==> src/rtl/rau_pkg.sv <==
package rau_pkg;

   // action codes carried in req_tuser
   localparam int ACT_W = 3;
   localparam logic [ACT_W-1:0] ACT_NORM = 3'd0;
   localparam logic [ACT_W-1:0] ACT_ADD  = 3'd1;
   localparam logic [ACT_W-1:0] ACT_SUB  = 3'd2;
   localparam logic [ACT_W-1:0] ACT_MUL  = 3'd3;
   localparam logic [ACT_W-1:0] ACT_DIV  = 3'd4;
   localparam logic [ACT_W-1:0] ACT_INV  = 3'd5;

   // result field widths
   localparam int RES_NUM_W = 33;
   localparam int RES_DEN_W = 31;
   localparam int RSP_TDATA_W = RES_NUM_W + RES_DEN_W;

   typedef struct packed {
      logic busy;
      logic done;
   } div_stat_type;

endpackage

==> src/rtl/rau_divider.sv <==
module rau_divider #(
   parameter int WIDTH = 32
) (
   input  logic                  clock,
   input  logic                  reset,
   input  logic                  start,
   input  logic [WIDTH-1:0]      dividend,
   input  logic [WIDTH-1:0]      divisor,
   output rau_pkg::div_stat_type stat,
   output logic [WIDTH-1:0]      quotient,
   output logic [WIDTH-1:0]      remainder
);
   import rau_pkg::*;

   localparam int CW = $clog2(WIDTH + 1);

   logic [WIDTH:0]   rem_ff, rem_in;
   logic [WIDTH-1:0] quo_ff, quo_in;
   logic [WIDTH-1:0] dvs_ff, dvs_in;
   logic [CW-1:0]    cnt_ff, cnt_in;
   logic             busy_ff, busy_in;
   logic             done_ff, done_in;
   logic [WIDTH:0]   shifted;
   logic [WIDTH:0]   diff;

   // restoring division, one quotient bit per cycle
   always_comb begin
      shifted = {rem_ff[WIDTH-1:0], quo_ff[WIDTH-1]};
      diff    = shifted - {1'b0, dvs_ff};
      rem_in  = rem_ff;
      quo_in  = quo_ff;
      dvs_in  = dvs_ff;
      cnt_in  = cnt_ff;
      busy_in = busy_ff;
      done_in = 1'b0;
      if (busy_ff) begin
         if (!diff[WIDTH]) begin
            rem_in = diff;
            quo_in = {quo_ff[WIDTH-2:0], 1'b1};
         end else begin
            rem_in = shifted;
            quo_in = {quo_ff[WIDTH-2:0], 1'b0};
         end
         cnt_in = cnt_ff - CW'(1);
         if (cnt_ff == CW'(1)) begin
            busy_in = 1'b0;
            done_in = 1'b1;
         end
      end else if (start) begin
         rem_in  = '0;
         quo_in  = dividend;
         dvs_in  = divisor;
         cnt_in  = CW'(WIDTH);
         busy_in = 1'b1;
      end
   end

   always_ff @(posedge clock) begin
      if (reset) begin
         busy_ff <= 1'b0;
         done_ff <= 1'b0;
         cnt_ff  <= '0;
      end else begin
         busy_ff <= busy_in;
         done_ff <= done_in;
         cnt_ff  <= cnt_in;
      end
      rem_ff <= rem_in;
      quo_ff <= quo_in;
      dvs_ff <= dvs_in;
   end

   assign stat.busy = busy_ff;
   assign stat.done = done_ff;
   assign quotient  = quo_ff;
   assign remainder = rem_ff[WIDTH-1:0];

endmodule

==> src/rtl/rational_arith_unit.sv <==
// Rational arithmetic unit: combines two signed fractions and returns the
// result reduced to lowest terms.
// Request channel: req_tuser carries the action (normalize a, add, subtract,
// multiply, divide, invert a); req_tdata carries a_num, a_den, b_num, b_den.
// Response channel: rsp_tdata carries res_num (33 bits) and res_den
// (31 bits); rsp_tuser flags a zero result denominator, which also means the
// result was left unreduced.
// Each operand and then the raw result is reduced with Euclid's algorithm,
// run on one shared restoring divider that yields one quotient bit per cycle.
// A remainder step issues a division, takes the quotient bits and waits for
// done; two closing divisions then take the numerator and denominator
// quotients by the gcd. A reduction skips the divider when the numerator or
// denominator is zero. Normalize reduces a, invert reduces a and then the
// swapped result, and the combined actions reduce a, b and the result, with
// three multiply steps and then an add and a sign step in between. One item
// is in work at a time; req_tready is high only while idle, so the next beat
// can be taken in the same cycle that rsp_tvalid rises, at the earliest. A
// stalled receiver holds the next result in the unit.
// Reset is synchronous and returns the unit to idle with no result pending.
module rational_arith_unit #(
   parameter int OPERAND_WIDTH = 16
) (
   input  logic                              clock,
   input  logic                              reset,
   input  logic                              req_tvalid,
   output logic                              req_tready,
   // a_num, a_den, b_num, b_den from bit 0 up, zero padded to whole bytes
   input  logic [((4*OPERAND_WIDTH+7)/8)*8-1:0] req_tdata,
   // action
   input  logic [rau_pkg::ACT_W-1:0]         req_tuser,
   output logic                              rsp_tvalid,
   input  logic                              rsp_tready,
   // res_num, res_den from bit 0 up
   output logic [rau_pkg::RSP_TDATA_W-1:0]   rsp_tdata,
   // den_zero
   output logic                              rsp_tuser
);
   import rau_pkg::*;

   localparam int W  = OPERAND_WIDTH;
   localparam int DW = 2 * OPERAND_WIDTH;
   localparam int XW = (DW + 1 > RES_NUM_W) ? DW + 1 : RES_NUM_W;

   localparam logic [3:0] S_IDLE  = 4'd0;
   localparam logic [3:0] S_NORM  = 4'd1;
   localparam logic [3:0] S_GCD   = 4'd2;
   localparam logic [3:0] S_GCDW  = 4'd3;
   localparam logic [3:0] S_DIVNW = 4'd4;
   localparam logic [3:0] S_DIVDW = 4'd5;
   localparam logic [3:0] S_STORE = 4'd6;
   localparam logic [3:0] S_MUL   = 4'd7;
   localparam logic [3:0] S_MULW  = 4'd8;
   localparam logic [3:0] S_ADD   = 4'd9;
   localparam logic [3:0] S_ABS   = 4'd10;
   localparam logic [3:0] S_OUT   = 4'd11;

   localparam logic [1:0] PH_A = 2'd0;
   localparam logic [1:0] PH_B = 2'd1;
   localparam logic [1:0] PH_R = 2'd2;

   function automatic logic [W-1:0] mag_of(input logic [W-1:0] x);
      mag_of = x[W-1] ? W'(-x) : x;
   endfunction

   logic [3:0]       state_ff, state_in;
   logic [1:0]       ph_ff, ph_in;
   logic [ACT_W-1:0] act_ff, act_in;
   logic [W-1:0]     bn_raw_ff, bn_raw_in, bd_raw_ff, bd_raw_in;
   logic [DW-1:0]    nmag_ff, nmag_in, dmag_ff, dmag_in;
   logic             nneg_ff, nneg_in, dneg_ff, dneg_in;
   logic [DW-1:0]    m_ff, m_in, g_ff, g_in;
   logic [W-1:0]     an_ff, an_in, ad_ff, ad_in, bn_ff, bn_in, bd_ff, bd_in;
   logic             an_neg_ff, an_neg_in, ad_neg_ff, ad_neg_in;
   logic             bn_neg_ff, bn_neg_in, bd_neg_ff, bd_neg_in;
   logic [1:0]       mstep_ff, mstep_in;
   logic [DW-1:0]    prod_ff, prod_in;
   logic             prod_neg_ff, prod_neg_in;
   logic [DW:0]      x0_ff, x0_in, x1_ff, x1_in;
   logic [DW-1:0]    x2_ff, x2_in;
   logic [DW:0]      sum_ff, sum_in;
   logic             rsp_valid_ff, rsp_valid_in;
   logic [RSP_TDATA_W-1:0] rsp_data_ff, rsp_data_in;
   logic             rsp_user_ff, rsp_user_in;

   logic             div_start;
   logic [DW-1:0]    div_a, div_b;
   div_stat_type     div_stat;
   logic [DW-1:0]    div_quo, div_rem;

   logic             req_fire;
   logic             is_bop;
   logic             fx_nneg;
   logic [W-1:0]     opx, opy;
   logic             sx, sy;
   logic [DW:0]      prod_signed;
   logic [DW:0]      sum_negv, x1_negv;
   logic [XW-1:0]    num_ext, num_val, den_ext;

   rau_divider #(.WIDTH(DW)) u_rau_divider (
      .clock     (clock),
      .reset     (reset),
      .start     (div_start),
      .dividend  (div_a),
      .divisor   (div_b),
      .stat      (div_stat),
      .quotient  (div_quo),
      .remainder (div_rem)
   );

   assign req_tready = (state_ff == S_IDLE);
   assign req_fire   = req_tvalid && req_tready;
   assign is_bop     = act_ff inside {ACT_ADD, ACT_SUB, ACT_MUL, ACT_DIV};

   // sign after reduction: the denominator's sign moves onto the numerator
   assign fx_nneg = (dmag_ff == '0) ? nneg_ff : ((nmag_ff != '0) && (nneg_ff ^ dneg_ff));

   // shared multiplier operand selection
   always_comb begin
      case (mstep_ff)
         2'd0: begin
            opx = an_ff;
            sx  = an_neg_ff;
            opy = (act_ff == ACT_MUL) ? bn_ff : bd_ff;
            sy  = (act_ff == ACT_MUL) ? bn_neg_ff : bd_neg_ff;
         end
         2'd1: begin
            opx = ad_ff;
            sx  = ad_neg_ff;
            opy = (act_ff == ACT_MUL) ? bd_ff : bn_ff;
            sy  = (act_ff == ACT_MUL) ? bd_neg_ff : bn_neg_ff;
         end
         default: begin
            opx = ad_ff;
            sx  = ad_neg_ff;
            opy = bd_ff;
            sy  = bd_neg_ff;
         end
      endcase
   end

   assign prod_signed = prod_neg_ff ? (-{1'b0, prod_ff}) : {1'b0, prod_ff};
   assign sum_negv    = -sum_ff;
   assign x1_negv     = -x1_ff;
   assign num_ext     = XW'(nmag_ff);
   assign num_val     = nneg_ff ? (-num_ext) : num_ext;
   assign den_ext     = XW'(dmag_ff);

   always_comb begin
      state_in     = state_ff;
      ph_in        = ph_ff;
      act_in       = act_ff;
      bn_raw_in    = bn_raw_ff;
      bd_raw_in    = bd_raw_ff;
      nmag_in      = nmag_ff;
      dmag_in      = dmag_ff;
      nneg_in      = nneg_ff;
      dneg_in      = dneg_ff;
      m_in         = m_ff;
      g_in         = g_ff;
      an_in        = an_ff;
      ad_in        = ad_ff;
      bn_in        = bn_ff;
      bd_in        = bd_ff;
      an_neg_in    = an_neg_ff;
      ad_neg_in    = ad_neg_ff;
      bn_neg_in    = bn_neg_ff;
      bd_neg_in    = bd_neg_ff;
      mstep_in     = mstep_ff;
      prod_in      = prod_ff;
      prod_neg_in  = prod_neg_ff;
      x0_in        = x0_ff;
      x1_in        = x1_ff;
      x2_in        = x2_ff;
      sum_in       = sum_ff;
      div_start    = 1'b0;
      div_a        = nmag_ff;
      div_b        = g_ff;
      rsp_data_in  = rsp_data_ff;
      rsp_user_in  = rsp_user_ff;
      rsp_valid_in = rsp_valid_ff;
      if (rsp_valid_ff && rsp_tready) begin
         rsp_valid_in = 1'b0;
      end

      case (state_ff)
         S_IDLE: begin
            if (req_fire) begin
               act_in    = req_tuser;
               nmag_in   = DW'(mag_of(req_tdata[W-1:0]));
               nneg_in   = req_tdata[W-1];
               dmag_in   = DW'(mag_of(req_tdata[2*W-1:W]));
               dneg_in   = req_tdata[2*W-1];
               bn_raw_in = req_tdata[3*W-1:2*W];
               bd_raw_in = req_tdata[4*W-1:3*W];
               ph_in     = PH_A;
               state_in  = S_NORM;
            end
         end
         S_NORM: begin
            if (dmag_ff == '0) begin
               state_in = S_STORE;
            end else if (nmag_ff == '0) begin
               dmag_in  = DW'(1);
               state_in = S_STORE;
            end else begin
               m_in     = nmag_ff;
               g_in     = dmag_ff;
               state_in = S_GCD;
            end
         end
         S_GCD: begin
            if (!div_stat.busy) begin
               div_start = 1'b1;
               if (m_ff == '0) begin
                  div_a    = nmag_ff;
                  div_b    = g_ff;
                  state_in = S_DIVNW;
               end else begin
                  div_a    = g_ff;
                  div_b    = m_ff;
                  state_in = S_GCDW;
               end
            end
         end
         S_GCDW: begin
            if (div_stat.done) begin
               g_in     = m_ff;
               m_in     = div_rem;
               state_in = S_GCD;
            end
         end
         S_DIVNW: begin
            // numerator quotient in, start the denominator right behind it
            if (div_stat.done) begin
               nmag_in   = div_quo;
               div_start = 1'b1;
               div_a     = dmag_ff;
               div_b     = g_ff;
               state_in  = S_DIVDW;
            end
         end
         S_DIVDW: begin
            if (div_stat.done) begin
               dmag_in  = div_quo;
               state_in = S_STORE;
            end
         end
         S_STORE: begin
            nneg_in = fx_nneg;
            dneg_in = 1'b0;
            case (ph_ff)
               PH_A: begin
                  an_in     = nmag_ff[W-1:0];
                  an_neg_in = fx_nneg;
                  ad_in     = dmag_ff[W-1:0];
                  ad_neg_in = 1'b0;
                  if (is_bop) begin
                     nmag_in  = DW'(mag_of(bn_raw_ff));
                     nneg_in  = bn_raw_ff[W-1];
                     dmag_in  = DW'(mag_of(bd_raw_ff));
                     dneg_in  = bd_raw_ff[W-1];
                     ph_in    = PH_B;
                     state_in = S_NORM;
                  end else if (act_ff == ACT_INV) begin
                     // swap the reduced parts and reduce again
                     nmag_in  = dmag_ff;
                     nneg_in  = 1'b0;
                     dmag_in  = nmag_ff;
                     dneg_in  = fx_nneg;
                     ph_in    = PH_R;
                     state_in = S_NORM;
                  end else begin
                     state_in = S_OUT;
                  end
               end
               PH_B: begin
                  bn_in     = nmag_ff[W-1:0];
                  bn_neg_in = fx_nneg;
                  bd_in     = dmag_ff[W-1:0];
                  bd_neg_in = 1'b0;
                  mstep_in  = 2'd0;
                  state_in  = S_MUL;
               end
               default: begin
                  state_in = S_OUT;
               end
            endcase
         end
         S_MUL: begin
            prod_in     = DW'(opx) * DW'(opy);
            prod_neg_in = sx ^ sy;
            state_in    = S_MULW;
         end
         S_MULW: begin
            case (mstep_ff)
               2'd0:    x0_in = prod_signed;
               2'd1:    x1_in = prod_signed;
               default: x2_in = prod_ff;
            endcase
            mstep_in = mstep_ff + 2'd1;
            state_in = (mstep_ff == 2'd2) ? S_ADD : S_MUL;
         end
         S_ADD: begin
            case (act_ff)
               ACT_ADD: sum_in = x0_ff + x1_ff;
               ACT_SUB: sum_in = x0_ff - x1_ff;
               default: sum_in = x0_ff;
            endcase
            state_in = S_ABS;
         end
         S_ABS: begin
            nmag_in = sum_ff[DW] ? sum_negv[DW-1:0] : sum_ff[DW-1:0];
            nneg_in = sum_ff[DW];
            if (act_ff inside {ACT_MUL, ACT_DIV}) begin
               dmag_in = x1_ff[DW] ? x1_negv[DW-1:0] : x1_ff[DW-1:0];
               dneg_in = x1_ff[DW];
            end else begin
               dmag_in = x2_ff;
               dneg_in = 1'b0;
            end
            ph_in    = PH_R;
            state_in = S_NORM;
         end
         S_OUT: begin
            // hold until the output register is free
            if (!rsp_valid_ff || rsp_tready) begin
               rsp_data_in  = {den_ext[RES_DEN_W-1:0], num_val[RES_NUM_W-1:0]};
               rsp_user_in  = (dmag_ff == '0);
               rsp_valid_in = 1'b1;
               state_in     = S_IDLE;
            end
         end
         default: begin
            state_in = S_IDLE;
         end
      endcase
   end

   always_ff @(posedge clock) begin
      if (reset) begin
         state_ff     <= S_IDLE;
         ph_ff        <= PH_A;
         mstep_ff     <= 2'd0;
         rsp_valid_ff <= 1'b0;
      end else begin
         state_ff     <= state_in;
         ph_ff        <= ph_in;
         mstep_ff     <= mstep_in;
         rsp_valid_ff <= rsp_valid_in;
      end
      act_ff      <= act_in;
      bn_raw_ff   <= bn_raw_in;
      bd_raw_ff   <= bd_raw_in;
      nmag_ff     <= nmag_in;
      dmag_ff     <= dmag_in;
      nneg_ff     <= nneg_in;
      dneg_ff     <= dneg_in;
      m_ff        <= m_in;
      g_ff        <= g_in;
      an_ff       <= an_in;
      ad_ff       <= ad_in;
      bn_ff       <= bn_in;
      bd_ff       <= bd_in;
      an_neg_ff   <= an_neg_in;
      ad_neg_ff   <= ad_neg_in;
      bn_neg_ff   <= bn_neg_in;
      bd_neg_ff   <= bd_neg_in;
      prod_ff     <= prod_in;
      prod_neg_ff <= prod_neg_in;
      x0_ff       <= x0_in;
      x1_ff       <= x1_in;
      x2_ff       <= x2_in;
      sum_ff      <= sum_in;
      rsp_data_ff <= rsp_data_in;
      rsp_user_ff <= rsp_user_in;
   end

   assign rsp_tvalid = rsp_valid_ff;
   assign rsp_tdata  = rsp_data_ff;
   assign rsp_tuser  = rsp_user_ff;

endmodule

==> config.mk <==
export PLATFORM = sky130hd
export DESIGN_NAME = rational_arith_unit
export DESIGN_NICKNAME = d
export VERILOG_FILES = /design/src/rtl/rau_pkg.sv /design/src/rtl/rau_divider.sv /design/src/rtl/rational_arith_unit.sv
export SDC_FILE = /design/constraint.sdc
export NUM_CORES = 2
export LEC_CHECK = 0
export ABC_AREA = 1
export BUFFER_PORTS_ARGS = -buffer_cell sky130_fd_sc_hd__buf_2
export CAP_MARGIN = 20
export CORE_AREA = 2 2 297 299
export CTS_CLUSTER_DIAMETER = 80
export DETAILED_ROUTE_END_ITERATION = 8
export DIE_AREA = 0 0 299 301
export HOLD_SLACK_MARGIN = 0.08
export PLACE_DENSITY = 0.65
export SYNTH_ARGS = -nofsm -noshare
export SYNTH_HDL_FRONTEND = slang
export SYNTH_SLANG_ARGS = --single-unit
==> constraint.sdc <==
create_clock -name clock -period 9.15 [get_ports clock]
set_input_delay 1.83 -clock clock [delete_from_list [all_inputs] [get_ports clock]]
set_output_delay 1.83 -clock clock [all_outputs]
set_load 0.01 [all_outputs]
Word level (Yosys, flattened, before mapping)
Cells that the tools add are included.
{"block": "word_totals", "ff_bits": 573, "inputBits": 71, "out_inout_bits": 67, "elab_cells": 216}
{"block": "op_classes", "add_sub_neg": 13, "multipliers": 1, "n_eq_ne": 32, "mux": 95, "bitwise_logic": 4, "n_reduce_logical": 37}
{"cell": "$mux W32", "count": 30}
{"cell": "$pmux W32 S2", "count": 3}
{"cell": "$pmux W32 S5", "count": 1}
{"cell": "$pmux W32 S4", "count": 1}
{"cell": "$mux W16", "count": 7}
{"cell": "$logic_not A32 Y1", "count": 3}
{"cell": "$neg A32 Y33", "count": 2}
{"cell": "$pmux W33 S2", "count": 1}
{"cell": "$neg A16 Y16", "count": 4}
{"cell": "$neg A32 Y32", "count": 2}
{"cell": "$pmux W4 S12", "count": 1}
{"cell": "$mux W4", "count": 9}
{"cell": "$add A33 B33 Y33", "count": 1}
{"cell": "$mux W33", "count": 1}
{"cell": "$sub A33 B32 Y33", "count": 1}
{"cell": "$sub A33 B33 Y33", "count": 1}
{"cell": "$mul A16 B16 Y32", "count": 1}
{"cell": "$pmux W16 S2", "count": 1}
{"cell": "$reduce_bool A32 Y1", "count": 1}
{"cell": "$mux W1", "count": 23}
{"cell": "$reduce_and A2 Y1", "count": 10}
{"cell": "$eq A4 B3 Y1 const B", "count": 4}
{"cell": "$eq A4 B4 Y1 const B", "count": 4}
{"cell": "$ne A2 B2 Y1 const B", "count": 7}
{"cell": "other kinds (36)", "count": 63}

Longest topological paths before layout
{"block": "logic_depth", "depth_word": 7, "mapped_depth": 36, "depth_no_buf": 34}

By module
A second synthesis with hierarchy kept.
{"block": "hier_totals", "hier_cells": 5184, "hier_area_um2": 42250.5}
{"mod": "rational_arith_unit", "instances": 1, "cells_per_inst": 4215, "area_per_inst_um2": 35286.3, "seq_area_each_um2": 13993.4}
{"mod": "rau_divider", "instances": 1, "cells_per_inst": 969, "area_per_inst_um2": 6964.2, "seq_area_each_um2": 3042.9}

Worst setup path before layout
OpenSTA, ideal clock, no wires.
{"block": "synth_path", "path_kind": "input to register", "startpoint": "input rsp_tready", "endpoint": "register rsp_data_ff[0], in the netlist rsp_tdata[0], enable pin", "setup_time_ps": 568, "arrival_time_ps": 6294, "required_time_ps": 8582, "path_slack_ps": 2288, "cell_stages": 2, "path_buffers": 0, "path_cell_list": "nor2_1 nor3_1"}
{"block": "synth_via", "elab_chain_len": 2}
{"item": "start: declaration", "line_no": "rational_arith_unit.sv:32", "text": "input logic rsp_tready,"}
{"item": "$logic_or A1 B1 Y1", "line_no": "rational_arith_unit.sv:326", "text": "if (!rsp_valid_ff || rsp_tready) begin"}
{"item": "$reduce_and A2 Y1 (no line)"}
{"item": "end signal: assignment", "line_no": "rational_arith_unit.sv:374", "text": "rsp_data_ff <= rsp_data_in;"}
{"item": "end: declaration", "line_no": "rational_arith_unit.sv:82", "text": "logic [RSP_TDATA_W-1:0] rsp_data_ff, rsp_data_in;"}
No other way between the ends.
A chain may end at the register's enable or synchronous reset.

Worst setup path after layout
{"block": "layout_path", "startpoint": "register mstep_ff[0]", "endpoint": "register prod_ff[24], data pin"}
{"block": "layout_via", "elab_chain_len": 3, "word_cells_on_any_way": 5, "classes_between": "1 x mul; 1 x eq/ne; 2 x mux; 1 x reduce/logical"}
{"item": "start: declaration", "line_no": "rational_arith_unit.sv:75", "text": "logic [1:0] mstep_ff, mstep_in;"}
{"item": "start signal: assignment", "line_no": "rational_arith_unit.sv:348", "text": "mstep_ff <= mstep_in;"}
{"item": "$eq A2 B1 Y1 / $logic_not A2 Y1 (equally long branches)", "line_no": "rational_arith_unit.sv:119", "text": "case (mstep_ff)"}
{"item": "$pmux W16 S2 / $mux W16 (equally long branches)", "line_no": "rational_arith_unit.sv:119"}
{"item": "$mul A16 B16 Y32 *", "line_no": "rational_arith_unit.sv:290", "text": "prod_in = DW'(opx) * DW'(opy);"}
{"item": "end signal: assignment", "line_no": "rational_arith_unit.sv:368", "text": "prod_ff <= prod_in;"}
{"item": "end: declaration", "line_no": "rational_arith_unit.sv:76", "text": "logic [DW-1:0] prod_ff, prod_in;"}
Mark *: on every way between the ends. The rest lies on a longest branch, timed or not.

==> results.py <==
metrics = {
    "outcome": {
        "status": "completed",
    },
    "layout": {
        "final_common_cell": "nand2_1",
        "final_area_um2": 46620,
        "finalNetCount": 5782,
        "drive_gt1_share_pct": 8.151,
        "area_growth_pct": 10.31,
        "final_cell_mix": "nand2_1 (1420), inv_1 (832), edfxtp_1 (556)",
    },
    "clock_tree": {
        "clockBufferDepth": 3,
        "cts_hold_buf": 0,
        "cts_max_level": 3,
        "cts_tree": "built",
        "post_cts_buffers": 0,
        "clk_latency_ns": 0.63,
        "cts_sinks": 573,
        "clk_pin_slew_worst_paths_ns": 0.06,
        "cts-root-buf": "clkbuf_16",
        "ctsResizeCount": 0,
        "cts_inserted_buffers": 67,
    },
    "setup_path": {
        "rr_startpoint": "mstep_ff[0]",
        "reg2reg_slack_ns": 1.95,
        "crit_type": "reg2reg",
        "crit_required_ns": 9.53,
        "start_kind": "flip-flop",
        "r2r-end": "prod_ff[24]",
        "critical_path.max_fanout": 33,
        "r2r_cells": 27,
        "endpoint_kind": "flip-flop",
        "cp.arrival_ns": 7.58,
    },
    "synthesis": {
        "ys_ff_latch": 573,
        "synth.yosys.seq_area_share_pct": 40.31,
        "synth-simple-area-share_pct": 24.11,
        "synth_top_family_by_area": "simple AND/OR/NAND/NOR gates",
        "synth_area_per_cell_um2": 8.101,
        "synthXorXnorAreaFrac_pct": 3.191,
        "synthDistinctLibCells": 56,
        "async_reset_ff_share_pct": 0,
        "synth_edf_count": 556,
        "synth_nets": 5665,
        "synth_flop_cell": "edfxtp_1",
        "synthAdderAreaFrac_pct": 14.64,
        "syn_inst": 5217,
        "synth_mux_area_share_pct": 0,
        "syn-cell-area_um2": 42260,
        "ys.warnings.count": 0,
        "synth_compound_area_share_pct": 8.577,
    },
    "place": {
        "placed_cell_area_um2": 44250,
        "io_buffers": 137,
        "gp_congestion": 0.9914,
        "hpwl_um": 112700,
    },
    "timing": {
        "tightestPinTransition_ns": 0.9906,
        "rsz0062_at_grt": "no",
        "slew_violations": 0,
        "fin_worst_skew_ns": 0.02270,
        "setup_violations": 0,
        "fin_tns_setup_ns": 0,
        "fmax_ghz": 0.1388,
        "hold_violations": 0,
        "timing.final.crit_share_pct": 78.73,
        "finalCriticalPeriod_ns": 7.204,
        "slew_headroom_pct": 33.96,
    },
    "die": {
        "ioPinCount": 138,
        "die_w_um": 299,
        "die_y_um": 301,
        "start_util_pct": 48.87,
        "core.rowCount": 108,
        "coreArea_um2": 86480,
        "die-area_um2": 90000,
    },
    "global_routing": {
        "top_usage_layer": "met2",
        "grtUsageTotal_pct": 31.13,
        "grtUsageMet3_pct": 4.466,
        "grtUsageMet2_pct": 50.56,
        "grt_pass1_vias": 34270,
        "grt_pass1_wl_um": 210400,
        "antenna_found_initial": 4,
        "grt_max_degree": 70,
        "grtUsageMet1_pct": 42.43,
        "overflow": 0,
    },
    "routing": {
        "num_vias": 35880,
        "post-route-drc-count": 0,
        "drt-initial-drc-count": 3604,
        "vias_per_cell": 5.485,
        "drt_wl_total_um": 141000,
        "ant_nets": 0,
        "route.detailed.wl_per_inst_um": 21.56,
        "drtPass1Iterations": 8,
    },
    "min_path": {
        "hp-class": "reg2reg",
        "holdPathEnd": "x2_ff[1]",
        "holdPathStages": 0,
        "min-delay-start": "prod_ff[1]",
    },
    "power": {
        "comb_power_share_pct": 53.2,
        "ir_worst_vdd_mv": 0.3192,
        "p_leak_nw": 21.07,
        "p_per_area_nw_per_um2": 348.4,
        "power.total_w": 0.01624,
        "swShare_pct": 46.81,
        "intPower_w": 0.008639,
        "pwr-share-seq_pct": 29.2,
        "power_frac_clock_pct": 17.6,
        "p_sw_w": 0.007603,
    },
    "flow_run": {
        "drv_cap": 0,
    },
}
## per-layer routing
layer | vias up | routed length [um]
li1 | 17070 | -
met1 | 16980 | 58520
met2 | 1565 | 65660
met3 | 263 | 11300
met4 | 4 | 5506
met5 | - | 32
## worst max-delay path, stage by stage (launching register included)
cell	delay [ns]
dfxtp_1	0.34
inv_1	0.09
ha_1	0.22
buf_4	0.24
a21oi_4	0.27
inv_2	0.15
nand2_1	0.09
nand2_1	0.11
inv_1	0.46
nor2_1	0.13
fa_1	0.55
inv_1	0.06
fa_1	0.58
fa_1	0.44
fa_1	0.49
inv_1	0.05
fa_1	0.53
inv_1	0.06
fa_1	0.53
inv_1	0.04
ha_1	0.37
nand4_1	0.12
o21ai_0	0.58
nand2_1	0.10
nand2_1	0.13
nand2_1	0.08
nand3_1	0.07
nand2_1	0.06
## power groups by stage
stage | combinational, W | sequential, W | clock [W]
final | 0.00864 | 0.00474 | 0.00287
after global routing | 0.00963 | 0.00478 | 0.00299
after CTS | 0.00864 | 0.00471 | 0.00290
after detailed placement | 0.00858 | 0.00476 | 0
after global placement | 0.00852 | 0.00476 | 0
after floorplan | 0.00613 | 0.00444 | 0
## cells by family after synthesis
group,Yosys count
and+or+nand+nor,2456
adders and majority gates,377
xor gates and xnor gates,154
buffers and inverters,1006
AOI/OAI and AO/OA,651
DFF,573
## stage by stage
step           util [%]  instances  setup slack (ns)  hold WS, ns
2_1_floorplan         -       5217             2.288       0.4264
3_3_place_gp      51.13       6418             2.110       0.4417
3_5_place_dp      51.16       6419             2.001       0.4519
4_1_cts           53.88       6540             2.004       0.4654
5_1_grt           53.91       6541             1.524       0.4813
6_report          53.91       6542             1.946       0.4735
## flip-flops by register name, summed over array words and instances, names as in the netlist, 3 cells and up
register and count:
ad_ff 16, u_rau_divider.dvs_ff 32, sum_ff 33, bd_raw_ff 16
an_ff 16, rsp_tdata 64, act_ff 3, bd_ff 16
g_ff 32, u_rau_divider.rem_ff 32, x2_ff 32, u_rau_divider.quotient 32
m_ff 32, x1_ff 33, bn_raw_ff 16, state_ff 4
bn_ff 16, x0_ff 33, nmag_ff 32, dmag_ff 32
prod_ff 32, u_rau_divider.cnt_ff 6
## how the worst max path moves through the flow
stage | startpoint | end
after floorplan | rsp_tready | rsp_tdata[0]
after global placement | mstep_ff[0] | prod_ff[24]
after detailed placement | mstep_ff[0] | prod_ff[24]
after CTS | mstep_ff[0] | prod_ff[24]
after global routing | mstep_ff[0] | prod_ff[24]
final | mstep_ff[0] | prod_ff[24]
## Yosys cell counts (6+ instances only)
cell       instances  area, um^2
o21ai_0          309        1546
nand3_1          304        1521
nor2_2            28       175.2
inv_2             28       105.1
ha_1             181        2265
a31oi_1           16       100.1
clkbuf_1          86       322.8
a21o_1             6       45.04
xnor2_1           46       402.9
buf_2             41       205.2
o21ai_1           14       70.07
inv_1            832        3123
nand3b_1          15       112.6
edfxtp_1         556       16700
nand4_1           66       412.9
o211ai_1          29       217.7
o22ai_1           29       181.4
buf_1             10       37.54
o2111ai_1          8       70.07
nor2_1           494        1854
a22oi_1            6       45.04
dfxtp_1           17       340.3
o21bai_1          27       202.7
a211oi_1           6       45.04
nand2_2           34       212.7
a21oi_1          179       895.9
xor2_1           108       945.9
nor4_1            13       81.33
nand2_1         1421        5334
nor3_1            43       215.2
or2_2             20       125.1
fa_1             196        3924
## cell type report
type,instances,area (um^2)
Fill cell,8286,39860
Sequential cell,573,17040
Inverter,863,3239
Clock inverter,40,550.5
Multi-Input combinational cell,3638,21420
Timing Repair Buffer,191,1124
Antenna cell,1,2.502
Tap cell,1155,1445
Clock buffer,81,1802
No activity file was read; power rests on OpenSTA's default activity.
